**config.mk**
```make
export PLATFORM = sky130hd
export DESIGN_NAME = uri_percent_encoder_flat
export DESIGN_NICKNAME = d
export VERILOG_FILES = /design/src/rtl/uenc_pkg.sv /design/src/rtl/uenc_if.sv /design/src/rtl/uenc_front.sv /design/src/rtl/uenc_fifo.sv /design/src/rtl/uenc_back.sv /design/src/rtl/uri_percent_encoder.sv /design/src/flat_wrapper.sv
export SDC_FILE = /design/constraint.sdc
export NUM_CORES = 1
export LEC_CHECK = 0
export BUFFER_PORTS_ARGS = -buffer_cell sky130_fd_sc_hd__buf_2
export CAP_MARGIN = 20
export CORE_AREA = 2 2 86 88
export CTS_BUF_LIST = sky130_fd_sc_hd__clkbuf_4 sky130_fd_sc_hd__clkbuf_8
export CTS_CLUSTER_SIZE = 10
export DETAILED_ROUTE_END_ITERATION = 16
export DIE_AREA = 0 0 88 90
export PLACE_DENSITY_LB_ADDON = 0.3
export SYNTH_ARGS = -nofsm -noshare
export SYNTH_HDL_FRONTEND = slang
export SYNTH_HIERARCHICAL = 1
export SYNTH_SLANG_ARGS = --single-unit
```
**constraint.sdc**
```tcl
create_clock -name clk -period 5 [get_ports clk]
set_input_delay 1 -clock clk [delete_from_list [all_inputs] [get_ports clk]]
set_output_delay 1 -clock clk [all_outputs]
set_load 0.005 [all_outputs]
```
**src/rtl/uenc_pkg.sv**
```systemverilog
// Shared types, constants and helper functions of the URI percent encoder.
package uenc_pkg;

	typedef enum logic [1:0] {
		K_CHAR = 2'd0,  // one unescaped character
		K_ERR  = 2'd1,  // one error word
		K_UTF8 = 2'd2   // one to four octets, percent encoded
	} kind_t;

	// Work descriptor passed from the front end to the back end.
	typedef struct packed {
		kind_t       kind;
		logic [20:0] value;  // code point, or the character for K_CHAR
		logic [1:0]  nbm1;   // octet count minus one
		logic        last;   // word belongs to the string's final unit
	} desc_t;

	localparam logic [15:0] HIGH_FIRST = 16'hD800;
	localparam logic [15:0] HIGH_LAST  = 16'hDBFF;
	localparam logic [15:0] LOW_FIRST  = 16'hDC00;
	localparam logic [15:0] LOW_LAST   = 16'hDFFF;
	localparam logic [20:0] SUPP_BASE  = 21'h10000;
	localparam logic [6:0]  CHAR_PCT   = 7'h25;
	localparam logic [6:0]  CHAR_NUL   = 7'h00;

	function automatic logic is_unescaped(input logic [15:0] u, input logic comp);
		logic [6:0] c;
		logic       alnum;
		logic       mark;
		logic       resv;
		c     = u[6:0];
		alnum = (c >= 7'h30 && c <= 7'h39) || (c >= 7'h41 && c <= 7'h5A)
			|| (c >= 7'h61 && c <= 7'h7A);
		mark  = (c == 7'h2D) || (c == 7'h5F) || (c == 7'h2E) || (c == 7'h21)
			|| (c == 7'h7E) || (c == 7'h2A) || (c == 7'h27) || (c == 7'h28)
			|| (c == 7'h29);
		resv  = (c == 7'h3B) || (c == 7'h2F) || (c == 7'h3F) || (c == 7'h3A)
			|| (c == 7'h40) || (c == 7'h26) || (c == 7'h3D) || (c == 7'h2B)
			|| (c == 7'h24) || (c == 7'h2C) || (c == 7'h23);
		return (u[15:7] == 9'd0) && (alnum || mark || (resv && !comp));
	endfunction

	// Uppercase hex digit.
	function automatic logic [6:0] hex_char(input logic [3:0] n);
		return (n < 4'd10) ? (7'h30 + {3'd0, n}) : (7'h37 + {3'd0, n});
	endfunction

endpackage

```
**src/rtl/uenc_if.sv**
```systemverilog
// Channel interfaces of the URI percent encoder.
interface uenc_in_if;
	logic        valid;
	logic        ready;
	logic [15:0] code_unit;
	logic        last_unit;
	modport source(output valid, code_unit, last_unit, input ready);
	modport sink(input valid, code_unit, last_unit, output ready);
endinterface

interface uenc_out_if;
	logic       valid;
	logic       ready;
	logic [6:0] out_char;
	logic       last_of_run;
	logic       string_end;
	logic       error;
	modport source(output valid, out_char, last_of_run, string_end, error, input ready);
	modport sink(input valid, out_char, last_of_run, string_end, error, output ready);
endinterface

interface uenc_cfg_if;
	logic valid;
	logic ready;
	logic component_mode;
	modport source(output valid, component_mode, input ready);
	modport sink(input valid, component_mode, output ready);
endinterface

```
**src/rtl/uenc_front.sv**
```systemverilog
// Front end: accepts code units, pairs surrogates, classifies into descriptors.
module uenc_front (
	input  logic           clk,
	input  logic           arst_n,
	input  logic           comp_mode,
	input  logic           full,
	output logic           push,
	output uenc_pkg::desc_t wdata,
	uenc_in_if.sink        units
);
	import uenc_pkg::*;

	logic       failed_q;
	logic       pend_q;
	logic [9:0] held_q;

	logic       acc;
	logic       is_low;
	logic       is_high;
	logic       err;
	logic       hold;
	logic       failed_d;
	logic [15:0] u;

	assign units.ready = !full;
	assign acc         = units.valid && units.ready;
	assign u           = units.code_unit;
	assign is_low      = (u >= LOW_FIRST) && (u <= LOW_LAST);
	assign is_high     = (u >= HIGH_FIRST) && (u <= HIGH_LAST);

	always_comb begin
		push       = 1'b0;
		err        = 1'b0;
		hold       = 1'b0;
		failed_d   = failed_q;
		wdata.kind  = K_CHAR;
		wdata.value = {5'd0, u};
		wdata.nbm1  = 2'd0;
		wdata.last  = units.last_unit;
		if (failed_q) begin
			if (units.last_unit)
				failed_d = 1'b0;
		end else if (pend_q) begin
			if (is_low) begin
				push        = 1'b1;
				wdata.kind  = K_UTF8;
				wdata.value = SUPP_BASE + {1'b0, held_q, u[9:0]};
				wdata.nbm1  = 2'd3;
			end else begin
				err = 1'b1;
			end
		end else if (is_unescaped(u, comp_mode)) begin
			push       = 1'b1;
			wdata.kind = K_CHAR;
		end else if (is_low) begin
			err = 1'b1;
		end else if (is_high) begin
			if (units.last_unit)
				err = 1'b1;
			else
				hold = 1'b1;
		end else begin
			push       = 1'b1;
			wdata.kind = K_UTF8;
			if (u < 16'h0080)
				wdata.nbm1 = 2'd0;
			else if (u < 16'h0800)
				wdata.nbm1 = 2'd1;
			else
				wdata.nbm1 = 2'd2;
		end
		if (err) begin
			push       = 1'b1;
			wdata.kind = K_ERR;
			failed_d   = !units.last_unit;
		end
		push = push && acc;
	end

	always_ff @(posedge clk or negedge arst_n) begin
		if (!arst_n) begin
			failed_q <= 1'b0;
			pend_q   <= 1'b0;
		end else if (acc) begin
			failed_q <= failed_d;
			pend_q   <= hold;
		end
	end

	always_ff @(posedge clk) begin
		if (acc && hold)
			held_q <= u[9:0] - HIGH_FIRST[9:0];
	end

endmodule

```
**src/rtl/uenc_fifo.sv**
```systemverilog
// Short descriptor queue between front and back end, head read in place.
module uenc_fifo #(
	parameter int DEPTH = 2
) (
	input  logic            clk,
	input  logic            arst_n,
	input  logic            push,
	input  uenc_pkg::desc_t wdata,
	input  logic            pop,
	output uenc_pkg::desc_t head,
	output logic            full,
	output logic            empty
);
	import uenc_pkg::*;

	localparam int PW = (DEPTH > 1) ? $clog2(DEPTH) : 1;
	localparam int CW = $clog2(DEPTH + 1);
	localparam logic [PW-1:0] PTR_MAX = PW'(DEPTH - 1);

	desc_t          mem_q [DEPTH];
	logic [PW-1:0]  wptr_q;
	logic [PW-1:0]  rptr_q;
	logic [CW-1:0]  cnt_q;

	assign full  = (cnt_q == CW'(DEPTH));
	assign empty = (cnt_q == '0);
	assign head  = mem_q[rptr_q];

	always_ff @(posedge clk) begin
		if (push)
			mem_q[wptr_q] <= wdata;
	end

	always_ff @(posedge clk or negedge arst_n) begin
		if (!arst_n) begin
			wptr_q <= '0;
			rptr_q <= '0;
			cnt_q  <= '0;
		end else begin
			if (push)
				wptr_q <= (wptr_q == PTR_MAX) ? '0 : wptr_q + 1'b1;
			if (pop)
				rptr_q <= (rptr_q == PTR_MAX) ? '0 : rptr_q + 1'b1;
			if (push && !pop)
				cnt_q <= cnt_q + 1'b1;
			else if (pop && !push)
				cnt_q <= cnt_q - 1'b1;
		end
	end

endmodule

```
**src/rtl/uenc_back.sv**
```systemverilog
// Back end: expands the head descriptor into characters, one per cycle while the output is not stalled.
module uenc_back (
	input  logic            clk,
	input  logic            arst_n,
	input  uenc_pkg::desc_t head,
	input  logic            head_valid,
	output logic            pop,
	uenc_out_if.source      chars
);
	import uenc_pkg::*;

	localparam logic [1:0] DIG_PCT = 2'd0;
	localparam logic [1:0] DIG_HI  = 2'd1;
	localparam logic [1:0] DIG_LO  = 2'd2;

	logic [1:0] dig_q;
	logic [1:0] oct_q;
	logic       out_valid_q;
	logic [6:0] char_q;
	logic       lor_q;
	logic       send_q;
	logic       err_q;

	logic       advance;
	logic       final_char;
	logic [1:0] rem;
	logic [7:0] octet;
	logic [6:0] ch;

	assign advance    = !out_valid_q || chars.ready;
	assign final_char = (head.kind != K_UTF8) || ((oct_q == head.nbm1) && (dig_q == DIG_LO));
	assign pop        = advance && head_valid && final_char;
	assign rem        = head.nbm1 - oct_q;

	always_comb begin
		if (oct_q == 2'd0) begin
			unique case (head.nbm1)
				2'd0: octet = {1'b0, head.value[6:0]};
				2'd1: octet = {3'b110, head.value[10:6]};
				2'd2: octet = {4'b1110, head.value[15:12]};
				2'd3: octet = {5'b11110, head.value[20:18]};
			endcase
		end else begin
			unique case (rem)
				2'd0:    octet = {2'b10, head.value[5:0]};
				2'd1:    octet = {2'b10, head.value[11:6]};
				default: octet = {2'b10, head.value[17:12]};
			endcase
		end
	end

	always_comb begin
		unique case (head.kind)
			K_CHAR:  ch = head.value[6:0];
			K_ERR:   ch = CHAR_NUL;
			K_UTF8: begin
				unique case (dig_q)
					DIG_HI:  ch = hex_char(octet[7:4]);
					DIG_LO:  ch = hex_char(octet[3:0]);
					default: ch = CHAR_PCT;
				endcase
			end
			default: ch = CHAR_NUL;
		endcase
	end

	always_ff @(posedge clk or negedge arst_n) begin
		if (!arst_n) begin
			out_valid_q <= 1'b0;
			dig_q       <= DIG_PCT;
			oct_q       <= 2'd0;
		end else if (advance) begin
			out_valid_q <= head_valid;
			if (head_valid) begin
				if (final_char) begin
					dig_q <= DIG_PCT;
					oct_q <= 2'd0;
				end else if (dig_q == DIG_LO) begin
					dig_q <= DIG_PCT;
					oct_q <= oct_q + 2'd1;
				end else begin
					dig_q <= dig_q + 2'd1;
				end
			end
		end
	end

	always_ff @(posedge clk) begin
		if (advance && head_valid) begin
			char_q <= ch;
			lor_q  <= final_char;
			send_q <= final_char && head.last;
			err_q  <= (head.kind == K_ERR);
		end
	end

	assign chars.valid       = out_valid_q;
	assign chars.out_char    = char_q;
	assign chars.last_of_run = lor_q;
	assign chars.string_end  = send_q;
	assign chars.error       = err_q;

endmodule

```
**src/rtl/uri_percent_encoder.sv**
```systemverilog
// Top level of the URI percent encoder (encodeURI / encodeURIComponent, UTF-8).
//
//  channel  role  word
//  -------  ----  -----------------------------------------------------------
//  cfg      sink  component_mode: 0 full URI set, 1 component set (always ready)
//  units    sink  code_unit[15:0], last_unit: one UTF-16 code unit
//  chars    src   out_char[6:0], last_of_run, string_end, error
//
//  Output: a unit is classified in the cycle it is accepted; the back end then
//  sends one character per cycle while chars is not stalled; a unit yields one
//  character (unescaped or error) or three per octet (one to three octets), and
//  a surrogate pair four octets on its low unit. A held high surrogate or a
//  dropped unit produces no output character.
//  Reset: arst_n clears surrogate/failure state, the queue and the output valid flag.
//  Stalls: the queue of FIFO_DEPTH descriptors lets the front keep accepting
//  while chars is stalled; units.ready drops only when the queue is full.
module uri_percent_encoder #(
	parameter int FIFO_DEPTH = 2
) (
	input  logic     clk,
	input  logic     arst_n,
	uenc_cfg_if.sink cfg,
	uenc_in_if.sink  units,
	uenc_out_if.source chars
);
	import uenc_pkg::*;

	logic  comp_mode_q;
	logic  push;
	logic  pop;
	logic  full;
	logic  empty;
	desc_t wdata;
	desc_t head;

	// configuration register; the user must write it only while idle (the block does not enforce this)
	assign cfg.ready = 1'b1;

	always_ff @(posedge clk or negedge arst_n) begin
		if (!arst_n)
			comp_mode_q <= 1'b0;
		else if (cfg.valid)
			comp_mode_q <= cfg.component_mode;
	end

	// front: accept, pair surrogates, track failed strings
	uenc_front u_front (
		.clk       (clk),
		.arst_n    (arst_n),
		.comp_mode (comp_mode_q),
		.full      (full),
		.push      (push),
		.wdata     (wdata),
		.units     (units)
	);

	// descriptor queue decoupling classification from character output
	uenc_fifo #(
		.DEPTH (FIFO_DEPTH)
	) u_fifo (
		.clk    (clk),
		.arst_n (arst_n),
		.push   (push),
		.wdata  (wdata),
		.pop    (pop),
		.head   (head),
		.full   (full),
		.empty  (empty)
	);

	// back: percent expansion with registered output word
	uenc_back u_back (
		.clk        (clk),
		.arst_n     (arst_n),
		.head       (head),
		.head_valid (!empty),
		.pop        (pop),
		.chars      (chars)
	);

endmodule

```
**src/flat_wrapper.sv**
```systemverilog
// flat-port wrapper written by rule: the top's interface ports become plain ports
module uri_percent_encoder_flat import uenc_pkg::*;
#(
	parameter int FIFO_DEPTH = 2
)
  (clk, arst_n, cfg_valid, cfg_component_mode, cfg_ready, units_valid, units_code_unit, units_last_unit, units_ready, chars_valid, chars_out_char, chars_last_of_run, chars_string_end, chars_error, chars_ready);
  uenc_cfg_if cfg_i ();
  uenc_in_if units_i ();
  uenc_out_if chars_i ();
  input  logic clk;
  input  logic arst_n;
  input wire logic [$bits(cfg_i.valid)-1:0] cfg_valid;
  input wire logic [$bits(cfg_i.component_mode)-1:0] cfg_component_mode;
  output wire logic [$bits(cfg_i.ready)-1:0] cfg_ready;
  input wire logic [$bits(units_i.valid)-1:0] units_valid;
  input wire logic [$bits(units_i.code_unit)-1:0] units_code_unit;
  input wire logic [$bits(units_i.last_unit)-1:0] units_last_unit;
  output wire logic [$bits(units_i.ready)-1:0] units_ready;
  output wire logic [$bits(chars_i.valid)-1:0] chars_valid;
  output wire logic [$bits(chars_i.out_char)-1:0] chars_out_char;
  output wire logic [$bits(chars_i.last_of_run)-1:0] chars_last_of_run;
  output wire logic [$bits(chars_i.string_end)-1:0] chars_string_end;
  output wire logic [$bits(chars_i.error)-1:0] chars_error;
  input wire logic [$bits(chars_i.ready)-1:0] chars_ready;
  assign cfg_i.valid = cfg_valid;
  assign cfg_i.component_mode = cfg_component_mode;
  assign cfg_ready = cfg_i.ready;
  assign units_i.valid = units_valid;
  assign units_i.code_unit = units_code_unit;
  assign units_i.last_unit = units_last_unit;
  assign units_ready = units_i.ready;
  assign chars_valid = chars_i.valid;
  assign chars_out_char = chars_i.out_char;
  assign chars_last_of_run = chars_i.last_of_run;
  assign chars_string_end = chars_i.string_end;
  assign chars_error = chars_i.error;
  assign chars_i.ready = chars_ready;
  uri_percent_encoder #(.FIFO_DEPTH(FIFO_DEPTH)) u_core (.clk(clk), .arst_n(arst_n), .cfg(cfg_i), .units(units_i), .chars(chars_i));
endmodule
```
== Word level (Yosys, flattened, before mapping) ==
Memories as Yosys holds them, arrays and structs flattened.
Cells that the tools add are included.
Storage, ports and cells
  register bits after elaboration: 32
  memory bits (writable): 52
  input port bits: 23
  output and inout port bits: 13
  word-level logic and storage cells: 183
  memories: 1
Memories
  u_core.u_fifo.mem_q: words 2, width 26, rd ports 1, clocked after memory_dff 0, wr ports 1, RTL line uenc_fifo.sv:20  | desc_t mem_q [DEPTH];
Operators by class
  add/sub/neg operators: 12
  $lt $le $gt $ge: 14
  equal/unequal tests: 31
  mux-type cells: 53
  bitwise logic cells: 1
  reductions and logical operators: 57
Operators by type and width (number)
  equality test 7 x 6 -> 1 bit (second input constant): 17
  two-way mux 25 bit: 2
  two-way mux 2 bit: 17
  greater-or-equal comparator 16 bit (second input constant): 2
  less-or-equal comparator 16 bit (second input constant): 2
  case mux 8 bit (4 select lines): 1
  adder 6 x 4 -> 7 bit (first input constant): 4
  case mux 7 bit (2 select lines): 2
  two-way mux 1 bit: 26
  logical OR 1 bit: 24
  adder 17 x 20 -> 21 bit (first input constant): 1
  equality test 7 bit (second input constant): 3
  two-way mux 21 bit: 1
  logical AND 1 bit: 16
  less-than comparator 16 x 12 -> 1 bit (second input constant): 1
  less-than comparator 16 x 8 -> 1 bit (second input constant): 1
  greater-or-equal comparator 7 bit (second input constant): 2
  less-or-equal comparator 7 bit (second input constant): 2
  two-way mux 7 bit: 2
  case mux 6 bit (2 select lines): 1
  equality test 2 bit (second input constant): 5
  zero test 2 bit: 5
  zero test 9 bit: 1
  equality test 2 x 1 -> 1 bit (second input constant): 4
  15 further kinds: 26

== Longest topological paths before layout ==
Gate-level depths: netlist of the first run.
  depth after elaboration: 23
  depth in mapped cells: 15
  mapped depth without buffers: 12

== Modules after synthesis ==
The synthesis of the first run kept the hierarchy.
Modules (own cells, without submodules)
  uenc_fifo: instances 1, cells each 97, area each 2163.3 um^2, seq. area each 1661.6 um^2
  uenc_back: instances 1, cells each 140, area each 1402.6 um^2, seq. area each 425.4 um^2
  uenc_front: instances 1, cells each 114, area each 978.4 um^2, seq. area each 350.3 um^2
  uri_percent_encoder: instances 1, cells each 5, area each 55.1 um^2, seq. area each 25.0 um^2

== Worst setup path after synthesis of the first run ==
No wires, ideal clock.
  path type: in2reg
  from: in units_code_unit[13]
  to: mem u_core/u_fifo/mem_q[0][0] in the netlist's numbering, enable pin
  setup time: 0.412 ns
  data arrival time: 3.219 ns
  required time: 4.588 ns
  slack: 1.369 ns
  stages: 6
  buffers on the path: 0
  cell sequence: and4b_1 > and2_1 > a21oi_1 > a311oi_1 > o21a_1 > nor2b_1
Between the ends
  cells in the longest elaborated chain, start to end: 11
  elaborated cells between the ends (all ways): 24
  classes of those cells: 4 x order compare; 15 x mux; 5 x reduce/logical
Ends and longest elaborated chain
  start: declaration: RTL line flat_wrapper.sv:16  | input wire logic [$bits(units_i.code_unit)-1:0] units_code_unit;
  greater-or-equal comparator 16 bit / less-or-equal comparator 16 bit (equally long branches): RTL line uenc_front.sv:29  | assign is_high = (u >= HIGH_FIRST) && (u <= HIGH_LAST);
  logical AND 1 bit: RTL line uenc_front.sv:29
  two-way mux 1 bit: RTL line uenc_front.sv:57  | end else if (is_high) begin
  two-way mux 1 bit: RTL line uenc_front.sv:55  | end else if (is_low) begin
  two-way mux 1 bit: RTL line uenc_front.sv:52  | end else if (is_unescaped(u, comp_mode)) begin
  two-way mux 1 bit (*): RTL line uenc_front.sv:43  | end else if (pend_q) begin
  two-way mux 1 bit (*): RTL line uenc_front.sv:40  | if (failed_q) begin
  named net u_core.u_front.err: RTL line uenc_front.sv:20  | logic err;
  two-way mux 1 bit (*): RTL line uenc_front.sv:72  | if (err) begin
  logical AND 1 bit (*): RTL line uenc_front.sv:77  | push = push && acc;
  named net u_core.push: RTL line uri_percent_encoder.sv:29  | logic push;
  two-way mux 1 bit (*): RTL line uenc_fifo.sv:30  | if (push)
  two-way mux 1 bit (not written as such) (*): RTL line uenc_fifo.sv:31  | mem_q[wptr_q] <= wdata;
  end: declaration: RTL line uenc_fifo.sv:20
Mark *: on every way through the listed nets, which the timed path passes. The rest lies on a longest branch.

==> metrics.md, run 1 <==
| Metric | Value |
|---|---|
| Status | finished clean |
| CP arrival | 3.76 ns |
| Worst path cell trace | mux2_4 -> inv_1 -> ha_1 -> mux2i_1 -> a211oi_1 -> a21oi_1 -> ha_1 -> o21ai_0 -> o2bb2ai_1 -> a221o_1 |
| CTS tree | built |
| Cts repair resizes | 0 |
| Die area | 0.00792 mm2 |
| Worst skew pair latency | 0.34 ns |
| Synth top area cells | edfxtp_1 47%, mux2_4 7.2%, dfrtp_1 6.5%, mux2_2 3.7%, ha_1 2.7% |
| Antenna violations before repair | 0 |
| Synth Warn # | 6 |
| Drt drc | 0 |
| Combinational share of power | 46.3% |
| Largest net degree at the start of global routing | 27 |
| Final total power | 2.83 mW |
| Dpl hpwl | 6.05 mm |
| Skew final | 0.00936 ns |
| Total negative setup slack | 0 ns |
| Sequential element share of the synthesized area | 53.5% |
| Die W | 88 um |
| First-pass GRT wire length | 13.6 mm |
| Post-CTS Setup Bufs | 0 |
| Initial Utilization | 65.5% |
| CP max-delay cell | dfrtp_1 |
| DRT Wirelength | 8.27 mm |
| Max frequency | 273 MHz |
| CTS buffer count | 9 |
| Cts hold-fix bufs | 0 |
| Root buf cell | clkbuf_8 |
| Worst-case reg-to-reg path depth | 10 |
| Yosys cell types | 62 |
| Setup crit start kind | flip-flop |
| Vias in the first global route | 2746 |
| Final worst slack | 1.33 ns |
| Most common cell on crit path | ha_1 |
| Min Clock Period, post-route | 3.67 ns |
| Syn_area_per_cell | 12.9 um2 |
| Clk pwr share | 16.5% |
| FFs w/ async S/R, synth | 14.3% |
| Worst-path clk slew | 0.08 ns |
| Yosys top cell by area | edfxtp_1 |
| Clock sinks | 84 |
| Row count | 31 |
| GR Overflow Total | 0 |
| Sequential power share | 37.2% |
| Crit. End Element | flip-flop |
| Post-Syn Instances | 356 |
| I/O Pins | 36 |
| Slowest Stage Delay on Critical Path | 0.85 ns |
| Placed cell count | 466 |
| CORE AREA | 0.00702 mm2 |
| Port buffer count | 34 |
| Yosys reg bits | 84 |
| Worst-case clock buffer depth | 2 |
| Power Dens Cells | 579 mW/mm2 |
| Pre-CTS WS | 1.37 ns |
| Routed vias/inst | 5.82 |
| Via count | 2803 |
| Top-area cell type share of the netlist area | 47.0% |
| Worst VDD drop | 0.239 mV |
| Final net count | 411 |
| Netlist Area Pre-Place | 0.00460 mm2 |
| Worst reg2reg endpoint | u_core/u_back/chars.out_char[1]$_DFFE_PP_ |
| Critical Path Sink | u_core/u_back/chars.out_char[1]$_DFFE_PP_ |
| Crit Path Max Fanout | 15 |
| RSZ-0062 raised after global routing | false |
| Slew Viols, Final | 0 |
| RePlAce Congestion | 0.904 |
| Tcrit/Tclk final | 73.4% |
| Layout area overhead | 6.23% |
| Finished Cell Area | 0.00489 mm2 |
| Main synth FF type | edfxtp_1 |
| Crit path from | u_core/u_fifo/rptr_q$_DFFE_PN0P_ |
| Flop-to-flop setup slack | 1.33 ns |
| Worst reg2reg startpoint | u_core/u_fifo/rptr_q$_DFFE_PN0P_ |
| Count of final hold-check violations | 0 |
| EDFF count, synth | 72 |
| WS Path Type | flip-flop to flip-flop |
| Hold Crit Class | flip-flop to flip-flop |
| Share of cells above drive strength 1 | 27.2% |
| Internal power | 1.82 mW |
| Synth top cells by count | 72 x edfxtp_1, 33 x nand2_1, 22 x mux2_4 |
| Syn nets | 389 |
| Ant. Diodes | 0 |
| Antenna-violating nets left | 0 |
| Switching part of the total power | 35.6% |
| Least-Margin Pin Slew | 0.778 ns |
| Final Setup Violations | 0 |
| GRT Total Usage | 22.9% |
| LEAKAGE | 1.87 nW |
| Die Height | 90 um |
| Placed inst area | 0.00469 mm2 |
| H-tree levels | 3 |
| Hold_ws | 0.484 ns |
| Sw power | 1.01 mW |
| CP required | 5.09 ns |
| First-pass DRT Iterations | 4 |
| Fin util | 69.6% |
| Final Non-Filler Cells | 482 |
| Most common cell in the synthesized netlist | edfxtp_1 |
| Detailed Route Iter0 Violations | 220 |
| WL per Instance | 17.2 um |
| Max Cap Viol | 0 |
| Worst slew margin | 48.2% |
critical path, delay by kind of cell (launching register included):
kind	cells	cell delay (ns)
flops	1	0.85
mux	2	0.51
compound gates	5	1.14
buf+inv	1	0.07
fa+ha+maj	2	0.83
state kept, by name, indices dropped and copies added, names as in the netlist, 2 cells and up:
register                      count
u_core/u_back/chars.out_char      7
u_core/u_back/dig_q               2
u_core/u_back/oct_q               2
u_core/u_fifo/cnt_q               2
u_core/u_fifo/mem_q              52
u_core/u_front/held_q            10
worst min path at each step:
stage                                                   from                            endpoint  depth (start not counted)
final                     u_core/u_fifo/cnt_q[1]$_DFFE_PN0P_  u_core/u_fifo/cnt_q[1]$_DFFE_PN0P_                          1
after CTS                 u_core/u_fifo/cnt_q[1]$_DFFE_PN0P_  u_core/u_fifo/cnt_q[1]$_DFFE_PN0P_                          1
after global placement    u_core/u_fifo/cnt_q[1]$_DFFE_PN0P_  u_core/u_fifo/cnt_q[1]$_DFFE_PN0P_                          1
after detailed placement  u_core/u_fifo/cnt_q[1]$_DFFE_PN0P_  u_core/u_fifo/cnt_q[1]$_DFFE_PN0P_                          1
after floorplan             u_core/u_fifo/wptr_q$_DFFE_PN0P_    u_core/u_fifo/wptr_q$_DFFE_PN0P_                          1
after global routing      u_core/u_fifo/cnt_q[1]$_DFFE_PN0P_  u_core/u_fifo/cnt_q[1]$_DFFE_PN0P_                          1
cell usage in the layout (no fill, tap or decap), types with 10 or more instances in the layout:
cell / n
nand3_1: 10
dfrtp_1: 12
edfxtp_1: 72
o21ai_0: 11
mux2_2: 15
a21oi_1: 10
ha_1: 10
mux2_4: 22
buf_2: 34
inv_1: 13
nand2_1: 33
nor2_1: 21
cell type report:
class / instances / area [um2]
tap: 99 / 124
clock buffer: 10 / 131
sequential: 84 / 2460
multi-input combinational: 233 / 1860
fill: 478 / 2130
clock inverter: 6 / 62.6
inverter: 13 / 48.8
timing repair buffer: 37 / 193
power by group through the flow:
stage	Clock [mW]	Combinational, mW	Sequential (mW)
after global routing	0.509	1.42	1.07
final	0.466	1.31	1.05
after CTS	0.482	1.30	1.06
after global placement	0	1.26	1.06
after detailed placement	0	1.29	1.07
after floorplan	0	1.11	1.04
layer usage:
metal / track usage [%] / vias up / share of wire, %
met5: 0 / - / 0
met4: 8.21 / 0 / 0.96
met3: 4.41 / 8 / 4.3
met2: 37.2 / 79 / 51
met1: 30.8 / 1371 / 43
li1: - / 1345 / -
logic make-up (layout without fill, tap and decap cells):
| kind of cell | Yosys count | count (layout) | synth area share [%] |
|---|---|---|---|
| AOI/OAI and AO/OA | 57 | 57 | 8.60 |
| xor gates and xnor gates | 12 | 12 | 2.61 |
| adders and majority gates | 10 | 10 | 2.72 |
| buffers and inverters | 39 | 66 | 5.98 |
| DFF | 84 | 84 | 53.5 |
| muxes | 47 | 47 | 14.5 |
| other | 1 | 1 | 0.0815 |
| and+or+nand+nor | 106 | 106 | 12.0 |
Note: power is estimated with default switching activity, not from simulation.
==> inputs of run 2 (changes only) <==
--- a/config.mk
+++ b/config.mk
@@ -7,11 +7,11 @@
 export LEC_CHECK = 0
 export BUFFER_PORTS_ARGS = -buffer_cell sky130_fd_sc_hd__buf_2
 export CAP_MARGIN = 20
-export CORE_AREA = 2 2 86 88
+export CORE_AREA = 2 2 90 92
 export CTS_BUF_LIST = sky130_fd_sc_hd__clkbuf_4 sky130_fd_sc_hd__clkbuf_8
 export CTS_CLUSTER_SIZE = 10
 export DETAILED_ROUTE_END_ITERATION = 16
-export DIE_AREA = 0 0 88 90
+export DIE_AREA = 0 0 92 94
 export PLACE_DENSITY_LB_ADDON = 0.3
 export SYNTH_ARGS = -nofsm -noshare
 export SYNTH_HDL_FRONTEND = slang
==> constraint.sdc (replaced) <==
create_clock -name clk -period 3.5 [get_ports clk]
set_input_delay 0.7 -clock clk [delete_from_list [all_inputs] [get_ports clk]]
set_output_delay 0.7 -clock clk [all_outputs]
set_load 0.005 [all_outputs]
==> metrics.md, run 2 (synthesis results as in run 1) <==
| Metric | Value |
|---|---|
| Largest Register | u_core/u_fifo/mem_q |
| CP arrival | 3.25 ns (-0.51 ns) |
| Die area | 0.00865 mm2 (+9.2%) |
| LEAKAGE | 1.88 nW (+0.18%) |
| Initial Utilization | 60.5% (-5.1 points) |
| Worst reg2reg startpoint | u_core/u_fifo/rptr_q$_DFFE_PN0P_ |
| Placed inst area | 0.00472 mm2 (+0.51%) |
| Worst slew margin | 52.5% (+4.4 points) |
| Clock sinks | 84 (unchanged) |
| First-pass GRT wire length | 14.3 mm (+4.8%) |
| Final worst slack | 0.344 ns (-0.987 ns) |
| Largest net degree at the start of global routing | 25 (-7.4%) |
| Row count | 32 (+3.2%) |
| Max reg flops | 52 (unchanged) |
| Hold_ws | 0.219 ns (-0.266 ns) |
| Die Height | 94 um (+4.4%) |
| Worst-case reg-to-reg path depth | 11 (+1) |
| Pre-CTS WS | 0.381 ns (-0.989 ns) |
| Vias in the first global route | 2891 (+5.3%) |
| RSZ-0062 raised after global routing | false |
| Slew Viols, Final | 0 (unchanged) |
| Max frequency | 317 MHz (+16%) |
| Skew final | 0.0119 ns (+0.00256 ns) |
| Layout area overhead | 6.42% |
| CP required | 3.59 ns (-1.50 ns) |
| Least-Margin Pin Slew | 0.712 ns (-0.0653 ns) |
| Hold Crit Class | input pin to async pin |
| CTS tree | built |
| Power Dens Cells | 827 mW/mm2 (+43%) |
| Port buffer count | 34 (unchanged) |
| Worst-path clk slew | 0.09 ns (about the same) |
| Min Clock Period, post-route | 3.16 ns (-0.513 ns) |
| Via count | 2904 (+3.6%) |
| I/O Pins | 36 (unchanged) |
| Antenna-violating nets left | 0 (unchanged) |
| Final Setup Violations | 0 (unchanged) |
| Cts hold-fix bufs | 0 (unchanged) |
| Die W | 92 um (+4.5%) |
| Met3 usage | 4.41% (+0.0064 points) |
| Tcrit/Tclk final | 90.2% (+17 points) |
| Setup crit start kind | flip-flop |
| First-pass DRT Iterations | 4 (unchanged) |
| Final net count | 412 (+0.24%) |
| Share of cells above drive strength 1 | 27.9% (+0.71 points) |
| Total negative setup slack | 0 ns (unchanged) |
| Worst-case clock buffer depth | 2 (unchanged) |
| RePlAce Congestion | 0.928 (+2.6%) |
| DRT Wirelength | 8.54 mm (+3.3%) |
| Root buf cell | clkbuf_8 |
| Worst skew pair latency | 0.35 ns (about the same) |
| Ant. Diodes | 0 (unchanged) |
| CORE AREA | 0.00761 mm2 (+8.4%) |
| Flop-to-flop setup slack | 0.34 ns (-0.99 ns) |
| H-tree levels | 3 (unchanged) |
| Worst reg2reg endpoint | u_core/u_back/chars.out_char[4]$_DFFE_PP_ |
| Most frequent cells in the layout | 72 x edfxtp_1, 34 x buf_2, 33 x nand2_1, 22 x mux2_4, 21 x nor2_1 |
| Detailed Route Iter0 Violations | 187 (-15%) |
| Post-CTS Setup Bufs | 0 (unchanged) |
| GR Overflow Total | 0 (unchanged) |
| Max Cap Viol | 0 (unchanged) |
| WL per Instance | 17.6 um (+2.5%) |
| GRT met2 Usage | 35.6% (-1.6 points) |
| Most Crowded Layer GR | met2 |
| Drt drc | 0 (unchanged) |
| Met1 Use GR | 27.9% (-2.8 points) |
| Count of final hold-check violations | 0 (unchanged) |
| Status | finished clean |
| Number of fill cells in the layout | 585 (+22%) |
| Crit. End Element | flip-flop |
| Most common cell after layout, fill and taps aside | edfxtp_1 |
| Antenna violations before repair | 0 (unchanged) |
| Dpl hpwl | 6.10 mm (+0.97%) |
| Cts repair resizes | 0 (unchanged) |
| Worst VDD drop | 0.337 mV (+41%) |
| WS Path Type | flip-flop to flip-flop |
| Fin util | 64.3% (-5.3 points) |
| Finished Cell Area | 0.00489 mm2 (+0.18%) |
| Routed vias/inst | 5.98 (+2.8%) |
| Crit Path Max Fanout | 10 (-5) |
| CTS buffer count | 9 (unchanged) |
| GRT Total Usage | 21.8% (-1.2 points) |
run 2: changes by cell type in the layout (fill, tap and decap cells not counted), sizes merged:
cell and delta:
bufinv -1, buf +1, clkinv +1
run 2: layout make-up:
| type | instances | area [um2] | share of cell area, % |
|---|---|---|---|
| Clock buffer | 10 | 131 | 2.68 |
| Clock inverter | 6 | 47.5 | 0.971 |
| Inverter | 13 | 48.8 | 0.997 |
| Multi-Input combinational cell | 233 | 1860 | 38.1 |
| Sequential cell | 84 | 2460 | 50.3 |
| Tap cell | 102 | 128 | 2.61 |
| Timing Repair Buffer | 38 | 213 | 4.35 |
run 2: worst max-delay path by stage:
| stage | slack (ns) | cells past startpoint | endpoint | start |
|---|---|---|---|---|
| floorplan | 0.17 | 6 | u_core/u_fifo/mem_q[0][0]$_DFFE_PP_ | units_code_unit[13] |
| global placement | 0.48 | 11 | u_core/u_back/chars.out_char[4]$_DFFE_PP_ | u_core/u_fifo/rptr_q$_DFFE_PN0P_ |
| detailed placement | 0.38 | 11 | u_core/u_back/chars.out_char[4]$_DFFE_PP_ | u_core/u_fifo/rptr_q$_DFFE_PN0P_ |
| CTS | 0.36 | 10 | u_core/u_back/chars.out_char[2]$_DFFE_PP_ | u_core/u_fifo/rptr_q$_DFFE_PN0P_ |
| global route | 0.17 | 11 | u_core/u_back/chars.out_char[4]$_DFFE_PP_ | u_core/u_fifo/rptr_q$_DFFE_PN0P_ |
| finish | 0.34 | 11 | u_core/u_back/chars.out_char[4]$_DFFE_PP_ | u_core/u_fifo/rptr_q$_DFFE_PN0P_ |
run 2: critical path, cell delays in order, from the launching register on:
cell and delay [ns]:
dfrtp_1 0.53, mux2_4 0.40, inv_1 0.10, ha_1 0.34, mux2_2 0.29, mux2i_1 0.07
o21ai_0 0.32, inv_1 0.16, ha_1 0.24, o21a_1 0.21, nor2b_1 0.12, o221ai_1 0.12
run 2: power by group:
| part | internal (mW) | leakage (nW) | total (mW) | switching, mW |
|---|---|---|---|---|
| sequential | 1.38 | 0.816 | 1.47 | 0.0935 |
| clock | 0.272 | 0.0907 | 0.641 | 0.369 |
| combinational | 0.901 | 0.970 | 1.93 | 1.03 |
run 2: metrics by stage:
step	instances	total power, mW
2_1_floorplan	356	3.06
3_3_place_gp	470	3.34
3_5_place_dp	470	3.40
4_1_cts	486	4.04
5_1_grt	486	4.30
6_report	486	4.05
run 2: layer usage:
layer	vias to the layer above	share of wire, %	wire length (um)
met5	-	0	0
met4	0	2.8	238
met3	23	4.6	389
met2	110	49	4170
met1	1409	44	3740
li1	1362	-	-
==> inputs of run 3 (changes only) <==
--- a/config.mk
+++ b/config.mk
@@ -12,7 +12,7 @@
 export CTS_CLUSTER_SIZE = 10
 export DETAILED_ROUTE_END_ITERATION = 16
 export DIE_AREA = 0 0 92 94
-export PLACE_DENSITY_LB_ADDON = 0.3
+export PLACE_DENSITY = 0.77
 export SYNTH_ARGS = -nofsm -noshare
 export SYNTH_HDL_FRONTEND = slang
 export SYNTH_HIERARCHICAL = 1
==> metrics.md, run 3 (synthesis results as in run 1) <==
| Metric | Value |
|---|---|
| Clk pwr share | 16.9% (+1.1 points) |
| Total negative setup slack | 0 ns (unchanged) |
| Layout area overhead | 6.75% |
| Row count | 32 (unchanged) |
| First-pass GRT wire length | 13.8 mm (-3.2%) |
| Critical Path Sink | u_core/u_back/chars.out_char[1]$_DFFE_PP_ |
| Share of cells above drive strength 1 | 27.8% (-0.072 points) |
| Switching part of the total power | 36.3% (-0.55 points) |
| Fin util | 64.5% (+0.20 points) |
| Final net count | 413 (+0.24%) |
| Initial Utilization | 60.5% (unchanged) |
| Min Clock Period, post-route | 3.07 ns (-0.0893 ns) |
| Max Cap Viol | 0 (unchanged) |
| Ant. Diodes | 0 (unchanged) |
| Largest net degree at the start of global routing | 27 (+8.0%) |
| Pre-CTS WS | 0.471 ns (+0.0896 ns) |
| CTS tree | built |
| H-tree levels | 3 (unchanged) |
| LEAKAGE | 1.88 nW (+0.23%) |
| Crit path from | u_core/u_fifo/rptr_q$_DFFE_PN0P_ |
| Max frequency | 326 MHz (+2.9%) |
| Worst-case reg-to-reg path depth | 10 (-1) |
| Most common cell after layout, fill and taps aside | edfxtp_1 |
| RePlAce Congestion | 0.911 (-1.7%) |
| Power Dens Cells | 835 mW/mm2 (+1.0%) |
| DRT Wirelength | 8.50 mm (-0.54%) |
| Crit Path Max Fanout | 12 (+2) |
| Dpl hpwl | 6.06 mm (-0.72%) |
| RSZ-0062 raised after global routing | false |
| Die Height | 94 um (unchanged) |
| Via count | 2879 (-0.86%) |
| Setup crit start kind | flip-flop |
| I/O Pins | 36 (unchanged) |
| Max reg flops | 52 (unchanged) |
| CORE AREA | 0.00761 mm2 (unchanged) |
| Most frequent cells in the layout | 72 x edfxtp_1, 34 x buf_2, 33 x nand2_1, 22 x mux2_4, 21 x nor2_1 |
| Antenna violations before repair | 0 (unchanged) |
| Sequential power share | 35.9% (-0.5 points) |
| Port buffer count | 34 (unchanged) |
| Final Setup Violations | 0 (unchanged) |
| Final worst slack | 0.434 ns (+0.0893 ns) |
| First-pass DRT Iterations | 4 (unchanged) |
| CTS buffer count | 9 (unchanged) |
| Root buf cell | clkbuf_8 |
| Slew Viols, Final | 0 (unchanged) |
| Post-CTS Setup Bufs | 0 (unchanged) |
| Largest Register | u_core/u_fifo/mem_q |
| Placed inst area | 0.00471 mm2 (-0.11%) |
| GR Overflow Total | 0 (unchanged) |
| Cts repair resizes | 0 (unchanged) |
| Hold Crit Class | input pin to async pin |
| Worst VDD drop | 0.338 mV (+0.11%) |
| Worst-path clk slew | 0.09 ns (about the same) |
| Worst reg2reg startpoint | u_core/u_fifo/rptr_q$_DFFE_PN0P_ |
| Clock sinks | 84 (unchanged) |
| WS Path Type | flip-flop to flip-flop |
| Status | finished clean |
| Crit. End Element | flip-flop |
| Placed cell count | 471 (+0.21%) |
| Vias in the first global route | 2824 (-2.3%) |
| WL per Instance | 17.4 um (-0.74%) |
| CP arrival | 3.18 ns (-0.07 ns) |
| Final Non-Filler Cells | 487 (+0.21%) |
| Final total power | 4.10 mW (+1.3%) |
| Cts hold-fix bufs | 0 (unchanged) |
| GRT Total Usage | 21.0% (-0.75 points) |
| Skew final | 0.0104 ns (-0.00150 ns) |
| Hold_ws | 0.217 ns (-0.00219 ns) |
| Routed vias/inst | 5.91 (-1.1%) |
| Finished Cell Area | 0.00491 mm2 (+0.31%) |
| Antenna-violating nets left | 0 (unchanged) |
| Combinational share of power | 47.2% (-0.5 points) |
| Worst skew pair latency | 0.35 ns (about the same) |
| Internal power | 2.61 mW (+2.2%) |
| Least-Margin Pin Slew | 0.700 ns (-0.0125 ns) |
| Die area | 0.00865 mm2 (unchanged) |
| Flop-to-flop setup slack | 0.43 ns (+0.09 ns) |
| Detailed Route Iter0 Violations | 167 (-11%) |
| Tcrit/Tclk final | 87.6% (-2.6 points) |
| Count of final hold-check violations | 0 (unchanged) |
| Worst slew margin | 53.3% (+0.83 points) |
| Die W | 92 um (unchanged) |
| CP required | 3.61 ns (+0.02 ns) |
| Drt drc | 0 (unchanged) |
| Worst reg2reg endpoint | u_core/u_back/chars.out_char[1]$_DFFE_PP_ |
| Worst-case clock buffer depth | 2 (unchanged) |
| Sw power | 1.49 mW (-0.17%) |
==> run 3: layout make-up <==
class / count / area, um2
fillers: 579 / 2700
well taps: 102 / 128
clock buffers: 9 / 124
flip-flops and latches: 84 / 2460
inverters: 13 / 48.8
clock inverters: 7 / 75.1
repair buffers: 39 / 208
multi-input cells: 233 / 1860
==> run 3: worst min-delay path by stage <==
stage                     slack [ns]                            endpoint                               start  cells after the start
after global routing            0.23   u_core/u_front/pend_q$_DFFE_PN0P_                              arst_n                      1
after CTS                       0.22  u_core/u_fifo/cnt_q[1]$_DFFE_PN0P_                              arst_n                      1
final                           0.22   u_core/u_front/pend_q$_DFFE_PN0P_                              arst_n                      1
after detailed placement        0.49  u_core/u_fifo/cnt_q[1]$_DFFE_PN0P_  u_core/u_fifo/cnt_q[1]$_DFFE_PN0P_                      1
after global placement          0.48  u_core/u_fifo/cnt_q[1]$_DFFE_PN0P_  u_core/u_fifo/cnt_q[1]$_DFFE_PN0P_                      1
after floorplan                 0.40      u_core/comp_mode_q$_DFFE_PN0P_                              arst_n                      0
==> run 3: power groups by stage <==
stage / logic (mW) / registers, mW / clock network (mW)
after floorplan: 1.58 / 1.48 / 0
after global placement: 1.86 / 1.48 / 0
after detailed placement: 1.91 / 1.50 / 0
after CTS: 1.92 / 1.47 / 0.706
after global routing: 2.10 / 1.49 / 0.752
final: 1.94 / 1.47 / 0.693
==> run 3: routing by layer <==
| metal | part of all wire (%) | up-vias | global-route usage (%) | routed length [um] |
|---|---|---|---|---|
| met4 | 2.2 | 0 | 8.96 | 191 |
| li1 | - | 1360 | - | - |
| met2 | 49 | 109 | 35.5 | 4180 |
| met5 | 0 | - | 0 | 0 |
| met1 | 44 | 1396 | 26.6 | 3720 |
| met3 | 4.8 | 14 | 4.17 | 407 |
==> run 3: worst max-delay path, cell delays in order, from the launching register on <==
cell and delay [ns]:
dfrtp_1 0.44, mux2_4 0.40, xnor3_2 0.59, nor2_1 0.10, a211oi_1 0.21, buf_4 0.17
a21oi_1 0.05, ha_1 0.34, o21ai_0 0.09, o2bb2ai_1 0.13, a221o_1 0.31
